$ cat src/design/pidhtc_pkg.sv
`timescale 1ns / 1ps

package pidhtc_pkg;

  // heading and speed constants, 1/16 degree and Q2.14
  localparam int HALF_TURN    = 2880;
  localparam int FULL_TURN    = 5760;
  localparam int INTEG_WINDOW = 800;
  localparam int FLOOR_MIN    = 2867;
  localparam int FULL_SPEED   = 16384;

  // configuration register reset values
  localparam logic [11:0] TOL_RESET   = 12'd32;
  localparam logic [14:0] CEIL_RESET  = 15'd16384;
  localparam logic [14:0] FLOOR_RESET = 15'd2867;

  typedef enum logic [0:0] {
    OP_SAMPLE = 1'b0,
    OP_START  = 1'b1
  } opcode_t;

  typedef enum logic [2:0] {
    CFG_PROP_GAIN   = 3'd0,
    CFG_INTEG_GAIN  = 3'd1,
    CFG_DERIV_GAIN  = 3'd2,
    CFG_SETTLE_TOL  = 3'd3,
    CFG_SPEED_CEIL  = 3'd4,
    CFG_SPEED_FLOOR = 3'd5
  } cfg_idx_t;

  typedef struct packed {
    opcode_t            opcode;
    logic signed [15:0] heading;
    logic signed [15:0] target_angle;
  } sample_t;

  typedef struct packed {
    logic signed [15:0] drive_speed;
    logic               done_res;
  } result_t;

  typedef struct packed {
    logic [15:0] prop_gain;
    logic [15:0] integ_gain;
    logic [15:0] deriv_gain;
    logic [11:0] settle_tolerance;
    logic [14:0] speed_ceiling;
    logic [14:0] speed_floor;
  } cfg_t;

  // step stage result: error terms for the products
  typedef struct packed {
    logic               done;
    logic signed [23:0] err;
    logic signed [31:0] accum;
    logic signed [24:0] deriv;
  } step_t;

  // product stage result
  typedef struct packed {
    logic               done;
    logic signed [40:0] p_prop;
    logic signed [48:0] p_integ;
    logic signed [41:0] p_deriv;
  } prod_t;

  function automatic logic signed [23:0] sat24(input logic signed [24:0] v);
    logic signed [23:0] r;
    if (v[24] != v[23]) begin
      r = v[24] ? 24'sh800000 : 24'sh7FFFFF;
    end else begin
      r = v[23:0];
    end
    return r;
  endfunction

  function automatic logic signed [31:0] sat32(input logic signed [32:0] v);
    logic signed [31:0] r;
    if (v[32] != v[31]) begin
      r = v[32] ? 32'sh80000000 : 32'sh7FFFFFFF;
    end else begin
      r = v[31:0];
    end
    return r;
  endfunction

endpackage

$ cat src/design/pidhtc_out.sv
`timescale 1ns / 1ps

module pidhtc_out import pidhtc_pkg::*; (
  input  logic    clk,
  input  logic    rst,
  input  cfg_t    cfg,
  input  logic    prod_valid,
  input  prod_t   prod,
  output logic    ready,
  output logic    result_valid,
  input  logic    result_stall,
  output result_t result
);

  logic signed [49:0] sum;
  logic signed [41:0] quot;
  logic signed [41:0] lim;
  logic [14:0]        ceil_v;
  logic [14:0]        floor_v;
  logic signed [41:0] ceil_s;
  logic signed [41:0] floor_s;
  logic signed [15:0] speed;

  assign ready = !result_valid || !result_stall;

  // pid sum, floor divide by 256, clamp, minimum push and zero speed when done
  always_comb begin
    sum  = {{9{prod.p_prop[40]}}, prod.p_prop}
         + {{1{prod.p_integ[48]}}, prod.p_integ}
         + {{8{prod.p_deriv[41]}}, prod.p_deriv};
    quot = sum[49:8];

    ceil_v = (cfg.speed_ceiling > 15'(FULL_SPEED)) ? 15'(FULL_SPEED) : cfg.speed_ceiling;
    if (cfg.speed_floor < 15'(FLOOR_MIN)) begin
      floor_v = 15'(FLOOR_MIN);
    end else if (cfg.speed_floor > 15'(FULL_SPEED)) begin
      floor_v = 15'(FULL_SPEED);
    end else begin
      floor_v = cfg.speed_floor;
    end
    ceil_s  = $signed({27'b0, ceil_v});
    floor_s = $signed({27'b0, floor_v});

    lim = quot;
    if (lim > ceil_s) begin
      lim = ceil_s;
    end
    if (lim < -ceil_s) begin
      lim = -ceil_s;
    end
    if (lim > 42'sd0 && lim < floor_s) begin
      lim = floor_s;
    end
    if (lim < 42'sd0 && lim > -floor_s) begin
      lim = -floor_s;
    end

    speed = prod.done ? 16'sd0 : lim[15:0];
  end

  always_ff @(posedge clk) begin
    if (rst) begin
      result_valid <= 1'b0;
    end else if (ready) begin
      result_valid <= prod_valid;
    end
  end

  always_ff @(posedge clk) begin
    if (ready && prod_valid) begin
      result.drive_speed <= speed;
      result.done_res    <= prod.done;
    end
  end

endmodule
$ cat config.mk
export PLATFORM = sky130hd
export DESIGN_NAME = pidhtc_out
export DESIGN_NICKNAME = d
export VERILOG_FILES = /design/src/design/pidhtc_pkg.sv /design/src/design/pidhtc_out.sv
export SDC_FILE = /design/constraint.sdc
export NUM_CORES = 1
export LEC_CHECK = 0
export ABC_AREA = 1
export BUFFER_PORTS_ARGS = -buffer_cell sky130_fd_sc_hd__buf_2
export CORE_MARGIN = 2
export CORE_UTILIZATION = 57
export DETAILED_ROUTE_END_ITERATION = 6
export PLACE_DENSITY_LB_ADDON = 0.3
export SLEW_MARGIN = 20
export SYNTH_ARGS = -nofsm -noshare
export SYNTH_HDL_FRONTEND = slang
export SYNTH_SLANG_ARGS = --single-unit
$ cat constraint.sdc
create_clock -name clk -period 11.2 [get_ports clk]
set_input_delay 1.12 -clock clk [delete_from_list [all_inputs] [get_ports clk]]
set_output_delay 1.12 -clock clk [all_outputs]
set_load 0.01 [all_outputs]
# Word level (Yosys, flattened, before mapping)
# Index checks and enable logic that the tools add are counted.
# Widths: inputs -> output; s select.
[word_totals]
latch_bits = 0
in_bits = 227
rom_bits = 0
ramBits = 0
register_bits = 18
out_inout_bits = 19
memories = 0
[op_classes]
addsub = 4
n_reduce_logical = 6
order_cmp = 9
bitwise = 0
mux = 7
multipliers = 0
div = 0
eq_ne = 0
shifts = 0
[ops]
columns = ["op", "count"]
rows = [
  ["$mux 42", 3],
  ["$neg 15->42", 2],
  ["$add 41x49->50", 1],
  ["$add 50x50->50", 1],
  ["$mux 15", 3],
  ["$gt 42x1->1 const B", 1],
  ["$gt 42x16->1", 1],
  ["$gt 42x42->1", 1],
  ["$lt 42x1->1 const B", 1],
  ["$lt 42x16->1", 1],
  ["$lt 42x42->1", 1],
  ["$gt 15x15->1 const B", 2],
  ["$mux 16", 1],
  ["$lt 15x12->1 const B", 1],
  ["$logic_and 1x1->1", 3],
  ["$logic_not 1->1", 2],
  ["$logic_or 1x1->1", 1],
]

# Longest topological paths before layout
# Gate-level depths: netlist of run 1.
[logic_depth]
depth_word = 12
mapped_depth = 85
depth_no_buf = 79

# Worst setup path after synthesis of run 1
# No wires, ideal clock.
[synth_timing]
path_type = "input to register"
from = "in prod[11] (netlist name)"
to = "reg result[1] (netlist name), data pin"
path_slack_ns = 0.772
arrival_time_ns = 10.179
path_stages = 80
path_cell_list = "fa_1 -> ha_1 -> nand2_1 -> inv_1 -> a21oi_1 -> inv_1 -> a21oi_1 -> nand2_1 -> xor2_1 -> ha_1 -> nand2_1 -> nor2_1 -> o211ai_1 -> o2111ai_1 -> nand4_1 -> nand3_1 -> nand2_1 -> nand3_1 -> [... 44 more ...] -> nand2_1 -> nand2_1 -> o211ai_1 -> nand2_1 -> a21oi_1 -> o21ai_0 -> nand2_1 -> nand2_1 -> a21boi_0 -> nor4_1 -> mux2i_1 -> a41oi_1 -> nand2_1 -> clkbuf_1 -> o21ai_0 -> inv_1 -> nand2_1 -> inv_1"
[synth_via]
elab_chain_cells = 11
[synth_rtl]
columns = ["item", "line", "rtl"]
rows = [
  ["from (decl)", "pidhtc_out.sv:8", "input prod_t prod,"],
  ["$add 50x50->50 (*)", "pidhtc_out.sv:30", "+ {{8{prod.p_deriv[41]}}, prod.p_deriv};"],
  ["$gt 42x16->1", "pidhtc_out.sv:45", "if (lim > ceil_s) begin"],
  ["$mux 42 (*)", "pidhtc_out.sv:45", ""],
  ["$lt 42x42->1", "pidhtc_out.sv:48", "if (lim < -ceil_s) begin"],
  ["$mux 42 (*)", "pidhtc_out.sv:48", ""],
  ["$gt 42x1->1 or $lt 42x16->1 (tied branches)", "pidhtc_out.sv:51", "if (lim > 42'sd0 && lim < floor_s) begin"],
  ["$logic_and 1x1->1", "pidhtc_out.sv:51", ""],
  ["$mux 42 (*)", "pidhtc_out.sv:51", ""],
  ["$lt 42x1->1 or $gt 42x42->1 (tied branches)", "pidhtc_out.sv:54", "if (lim < 42'sd0 && lim > -floor_s) begin"],
  ["$logic_and 1x1->1", "pidhtc_out.sv:54", ""],
  ["$mux 16 (*)", "pidhtc_out.sv:54", ""],
  ["to (decl)", "pidhtc_out.sv:12", "output result_t result"],
]
# Every way passes the cells marked *; elsewhere a longest branch is shown, timed or not.
# A chain may end at the register's enable or synchronous reset.

# Final worst setup path of run 1
[layout_timing]
from = "in prod[14] (netlist name)"
to = "reg result[9] (netlist name), data pin"
# The elaborated chain is that of the path after synthesis.

==> metrics.md, run 1 <==
| Metric | Value |
|---|---|
| Status | `complete, but fails checks` |
| Failing checks | `DRC` |
| Cell Rows | `48` |
| Post-route ant nets | `0` |
| Post-CTS Hold Fix Bufs | `0` |
| Vias | `about 12000` |
| Core Region | `about 0.017 mm2` |
| Die area | `about 0.019 mm2` |
| WL final | `between 30 and 40 mm` |
| MaxCap Viol Count | `0` |
| Fin nets | `approximately 2400` |
| WHS | `0.488 ns` |
| Vias in the first global route | `around 11000` |
| Worst Tran Pin Value | `just over 0.8 ns` |
| Startpoint type of the worst setup path | `input port` |
| Final Wtd Congestion | `about 1.0` |
| Clock transition at path regs | `approximately 0.05 ns` |
| Crit-path most repeated cell | `nand2_1` |
| Post-Syn Instances | `between 1500 and 2000` |
| Hold Path Cell Cnt | `2` |
| Met1 Usage GRT | `39.4%` |
| Grt ovf | `0` |
| CP arrival | `about 11 ns` |
| Slowest CP cell | `fa_1` |
| Final total power | `around 0.0022 W` |
| Crit path required time | `between 10 and 15 ns` |
| Post-synthesis average cell area | `a little under 6 um2` |
| Top-Level Pins | `246` |
| Met3 track demand over resource | `under 10%` |
| Detailed Route Iter0 Violations | `around 1200` |
| EDFF count, synth | `17` |
| Aggregate global-route resource usage | `between 30% and 40%` |
| CTS sink count | `18` |
| Crit Path Class | `in2reg` |
| Clk_lat worst skew | `about 0.25 ns` |
| TritonRoute pass-1 iters | `7` |
| Initial Util | `between 50% and 60%` |
| Worst setup EP type | `register` |
| Ant. Diodes | `0` |
| Final Cycle Share | `between 90 and 100%` |
| Post-Syn Area | `0.0102 mm2` |
| Setup Skew | `around 0.0015 ns` |
| Grt met2 use | `a little over half` |
| Detail Placement HPWL | `between 20 and 30 mm` |
| Hold Violations, Final | `0` |
| Wirelength per Cell | `about 15 um` |
| Die Span X | `around 140 um` |
| Pwr dens | `around 170 mW/mm2` |
| Hold Crit Class | `reg2reg` |
| Warnings, synthesis | `0` |
| Seq/Total Area, Yosys | `a little over 5%` |
| DRC Markers | `10` |
| Period minus WS final | `10.89 ns` |
| FFs w/ async S/R, synth | `0%` |
| Endpoints failing setup | `0` |
| Fin. max-slew vios | `0` |
| Max Fclk | `approximately 92 MHz` |
| Die height | `between 100 and 150 um` |
| Global-route wire length before repair | `48.1 mm` |
| CTS Buf Count | `3` |
| TritonCTS clock tree | `built` |
| Post-synth cell types | `48` |
| Syn-to-layout area delta | `26.5%` |
| Max FO, Critical Path | `6` |
| Peak supply drop | `between 0.0001 and 0.00015 V` |
| Reg2reg path depth | `2` |
| Most used DFF post-synth | `edfxtp_1` |
| H-tree depth | `1` |
| Post-Place Cells | `~2200` |
| Most used routing layer | `met2` |
| Layout cells sized above 1 | `between 20% and 30%` |
| Yosys reg bits | `18` |
| Vias per cell | `5.66` |
| Slew Limit Headroom | `between 40% and 50%` |
| Leak | `7.02 nW` |
| Slowest stage delay, CP | `roughly 0.61 ns` |
| Non-Filler Instances | `around 2200` |
| Root Driver | `clkbuf_16` |
| Setup TNS | `0 ns` |
| Largest net degree at the start of global routing | `22` |
| Antenna violations before repair | `0` |
| Clock Tree Buf Depth | `2` |
| Number of port buffers | `185` |
## cells in the final DEF (no fill, tap or decap), types with 15 or more instances in the layout
master    count
a21oi_1      87
fa_1         47
xor2_1       22
nand2_2      53
o21ai_1      16
nor3_1       27
buf_4        50
o21ai_0      44
nand4_1      29
conb_1       26
edfxtp_1     17
o21ai_2      15
nor2_1      152
nand2_1     480
buf_2       185
ha_4         25
nand3_1     106
ha_1        134
nor2_2       22
inv_1       265
## worst max-delay path, delay by kind of cell
kind                     cells  cell delay [ns]
multiplexers                 1             0.30
buffers and inverters       10             1.17
adder cells (fa/ha/maj)      6             1.90
AND/OR/NAND/NOR             36             3.43
XOR/XNOR                     1             0.17
AO/OA/AOI/OAI               20             2.82
## cells by family (layout without fill, tap and decap cells)
group | Yosys count | count (layout) | share of synthesized area [%]
AO/OA/AOI/OAI | 235 | 235 | 13.1
XOR/XNOR | 36 | 36 | 3.24
adder cells (fa/ha/maj) | 210 | 210 | 29.3
buffers and inverters | 302 | 534 | 11.5
flip-flops | 18 | 18 | 5.20
multiplexers | 1 | 1 | 0.0981
other | 1 | 26 | 0.0367
AND/OR/NAND/NOR | 916 | 917 | 37.6
## cell usage after synthesis (all sizes together) (2+ instances only)
cell	instances	area [um2]
clkinv	2	7.51
edfxtp	17	510
o221ai	2	17.5
nor2	177	692
a21boi	2	15.0
xor2	31	287
fa	48	961
o21a	5	37.5
a31oi	7	43.8
nand3	112	561
o211ai	4	30.0
and2	3	18.8
a21oi	102	510
nor4	8	50.1
and3	2	12.5
o2111ai	2	17.5
buf	11	82.6
nand2	542	2070
xnor2	5	43.8
o21ai	80	427
inv	278	1040
nand3b	9	67.6
nand4	29	181
o21bai	15	113
a211oi	10	75.1
nor3	32	165
a21o	4	30.0
clkbuf	11	41.3
ha	162	2030
## through the flow
step | instance area [um2] | worst slack (ns) | utilization (%)
after floorplan | 10300 | 0.772 | -
after global placement | 11800 | 0.0109 | 67.6
after detailed placement | 11800 | -0.258 | 67.6
after CTS | 11800 | 0.0600 | 68.0
after global routing | 12900 | -0.300 | 74.2
final | 12900 | 0.310 | 74.2
## registers in the layout, summed over array words and instances (netlist names)
register and cells:
result 17, result_valid 1
## final cells by class
class	count	area, um2
repair buffers	250	1490
flip-flops and latches	18	531
clock buffers	4	78.8
inverters	280	1050
well taps	225	282
multi-input cells	1425	9480
fillers	1413	4500
## final timing paths
check | startpoint | end | slack [ns]
setup / recovery | prod[14] | result[9] | 0.31
hold / removal | result_valid | result_valid | 0.49
setup reg to reg | result_valid | result[1] | 10.17
hold reg to reg | result_valid | result_valid | 0.49
## report_power, final
group | switching, W | leakage, nW | internal, W | total (W)
Combinational | 0.00122 | 6.80 | 0.000809 | 0.00203
Sequential | 0.00000318 | 0.177 | 0.000100 | 0.000104
Clock | 0.0000236 | 0.0382 | 0.0000483 | 0.0000719
Total | 0.00124 | 7.02 | 0.000957 | 0.00220
## repair_timing
item	CTS	global route
cloned	0	3
pin swaps	0	78
resized for setup	1	217
endpoints found under the hold margin	0	0
setup buffers	0	14
endpoints found under the setup margin	4	16
## metal layers
metal / vias to the layer above / part of all wire (%)
li1: 6060 / -
met1: 5630 / 40
met2: 653 / 48
met3: 127 / 8.6
met4: 0 / 3.6
met5: - / 0
Power figures use the tool's default switching activity.
==> inputs of run 2 (changes only) <==
--- a/config.mk
+++ b/config.mk
@@ -11,6 +11,7 @@
 export CORE_UTILIZATION = 57
 export DETAILED_ROUTE_END_ITERATION = 6
 export PLACE_DENSITY_LB_ADDON = 0.3
+export RECOVER_POWER = 50
 export SLEW_MARGIN = 20
 export SYNTH_ARGS = -nofsm -noshare
 export SYNTH_HDL_FRONTEND = slang
==> metrics.md, run 2 (synthesized netlist as in run 1, its figures left out) <==
| Metric | Value |
|---|---|
| Ant. Diodes | `0` |
| Most frequent cells in the layout | `nand2_1, inv_1, buf_2` |
| Wirelength per Cell | `around 15 um` |
| Clock transition at path regs | `about 0.05 ns` |
| Cell Rows | `between 40 and 50` |
| Sw Pwr | `approximately 0.0012 W` |
| Detailed Route Iter0 Violations | `1223` |
| # fillers | `between 1000 and 1500` |
| Max FO, Critical Path | `6` |
| Hold Path Cell Cnt | `2` |
| Dpl ws | `-0.258 ns` |
| TritonCTS clock tree | `built` |
| Comb pwr share | `slightly above 90%` |
| Die height | `approximately 140 um` |
| Setup TNS | `0 ns` |
| Crit-path most repeated cell | `nand2_1` |
| Period minus WS final | `10.89 ns` |
| Largest Register | `result` |
| CTS Buf Count | `3` |
| Post-route ant nets | `0` |
| Largest register FFs | `17` |
| Vias | `approximately 12000` |
| Status | `completed` |
| Initial Util | `between 50% and 60%` |
| Final Cycle Share | `between 90% and 100%` |
| Hold Violations, Final | `0` |
| Antenna violations before repair | `0` |
| Leak | `6.99 nW` |
| CP arrival | `between 10 and 15 ns` |
| Most common cell after layout, fill and taps aside | `nand2_1` |
| MaxCap Viol Count | `0` |
| Post-CTS Hold Fix Bufs | `0` |
| Setup Skew | `between 0.0015 and 0.002 ns` |
| Crit path required time | `approximately 11 ns` |
| Crit Path Class | `in2reg` |
| Number of port buffers | `185` |
| Die area | `between 0.015 and 0.02 mm2` |
| Largest net degree at the start of global routing | `22` |
| Reg2reg path depth | `2` |
| Clock power share | `3.3%` |
| Worst setup EP type | `register` |
| Core Region | `approximately 0.017 mm2` |
| Hold Crit Class | `reg2reg` |
| Pwr dens | `between 150 and 200 mW/mm2` |
| Detail Placement HPWL | `25.5 mm` |
| Net Sw Frac | `between 50 and 60%` |
| H-tree depth | `1` |
| Fin nets | `~2400` |
| Die Span X | `between 100 and 150 um` |
| Final Wtd Congestion | `roughly 1` |
| Slew Limit Headroom | `between 30% and 40%` |
| Startpoint type of the worst setup path | `input port` |
| Endpoints failing setup | `0` |
| Slowest CP cell | `fa_1` |
| Vias in the first global route | `between 10000 and 15000` |
| WL final | `~33 mm` |
| DRC Markers | `0` |
| CTS sink count | `18` |
| Syn-to-layout area delta | `26.4%` |
| TritonRoute pass-1 iters | `6` |
| Aggregate global-route resource usage | `a little under a third` |
| Sequential power share | `~4.7%` |
| Peak supply drop | `between 0.0001 and 0.00015 V` |
| Top-Level Pins | `roughly 250` |
| Clk_lat worst skew | `around 0.25 ns` |
| Grt ovf | `0` |
| Internal Pwr Total | `roughly 0.00096 W` |
| Worst Tran Pin Value | `approximately 0.94 ns` |
| Top flop regs | `result (17), result_valid (1)` |
| Root Driver | `clkbuf_16` |
| Clock Tree Buf Depth | `2` |
| Slowest stage delay, CP | `roughly 0.6 ns` |
| Setup WS post-layout | `approximately 0.31 ns` |
| Layout cells sized above 1 | `22.2%` |
| Max Fclk | `around 90 MHz` |
| Global-route wire length before repair | `48.1 mm` |
| Vias per cell | `around 5.7` |
| Fin. max-slew vios | `0` |
[run 2: changes by cell type in the layout (fill, tap and decap cells not counted)]
cell      previous run  this run
buf_4               50        49
clkbuf_1             1        10
buf_2              185       177
[run 2: timing repair]
item                                    in CTS  in global routing
setup buffers                                0                 14
gates resized for setup                      1                217
pin swaps                                    0                 78
endpoints found under the setup margin       4                 16
hold endpoints to repair                     0                  0
gates cloned                                 0                  3
[run 2: worst max-delay path, delay by kind of cell]
family	cells	cell delay, ns
AOI/OAI and AO/OA	20	2.81
xor gates and xnor gates	1	0.17
buffers and inverters	10	1.16
adders and majority gates	6	1.90
and+or+nand+nor	36	3.43
muxes	1	0.30
[run 2: cell type report]
type	count	area, um2	share of cell area (%)
clock buffers	4	78.8	0.611
well taps	225	282	2.18
multi-input cells	1425	9480	73.5
inverters	280	1050	8.16
repair buffers	250	1480	11.5
flip-flops and latches	18	531	4.11
[run 2: routing by layer]
layer  up-vias  track usage [%]  wire, um
li1       6065                -         -
met1      5621             39.4     13000
met2       677             54.5     15500
met3       136             2.80      2760
met4         0             8.28      1260
met5         -                0         0
[run 2: through the flow]
step | instances | total power (W) | cell area, um2 | hold slack [ns] | util [%]
final | 2202 | 0.00220 | 12900 | 0.490 | 74.1
after global routing | 2202 | 0.00244 | 12900 | 0.544 | 74.1
after CTS | 2185 | 0.00186 | 11800 | 0.490 | 68.0
after detailed placement | 2181 | 0.00178 | 11800 | 0.482 | 67.6
after global placement | 2181 | 0.00171 | 11800 | 0.464 | 67.6
after floorplan | 1744 | 0.00130 | 10300 | 0.571 | -
[run 2: power groups by stage]
stage	logic [W]	clock network [W]	registers (W)
2_1_floorplan	0.00118	0	0.000116
3_3_place_gp	0.00160	0	0.000105
3_5_place_dp	0.00167	0	0.000105
4_1_cts	0.00168	0.0000725	0.000104
5_1_grt	0.00226	0.0000763	0.000106
6_report	0.00203	0.0000721	0.000104
[run 2: worst paths after layout]
check | startpoint | end | slack (ns)
setup / recovery | prod[14] | result[9] | 0.31
hold / removal | result_valid | result_valid | 0.49
setup reg to reg | result_valid | result[1] | 9.66
hold reg to reg | result_valid | result_valid | 0.49
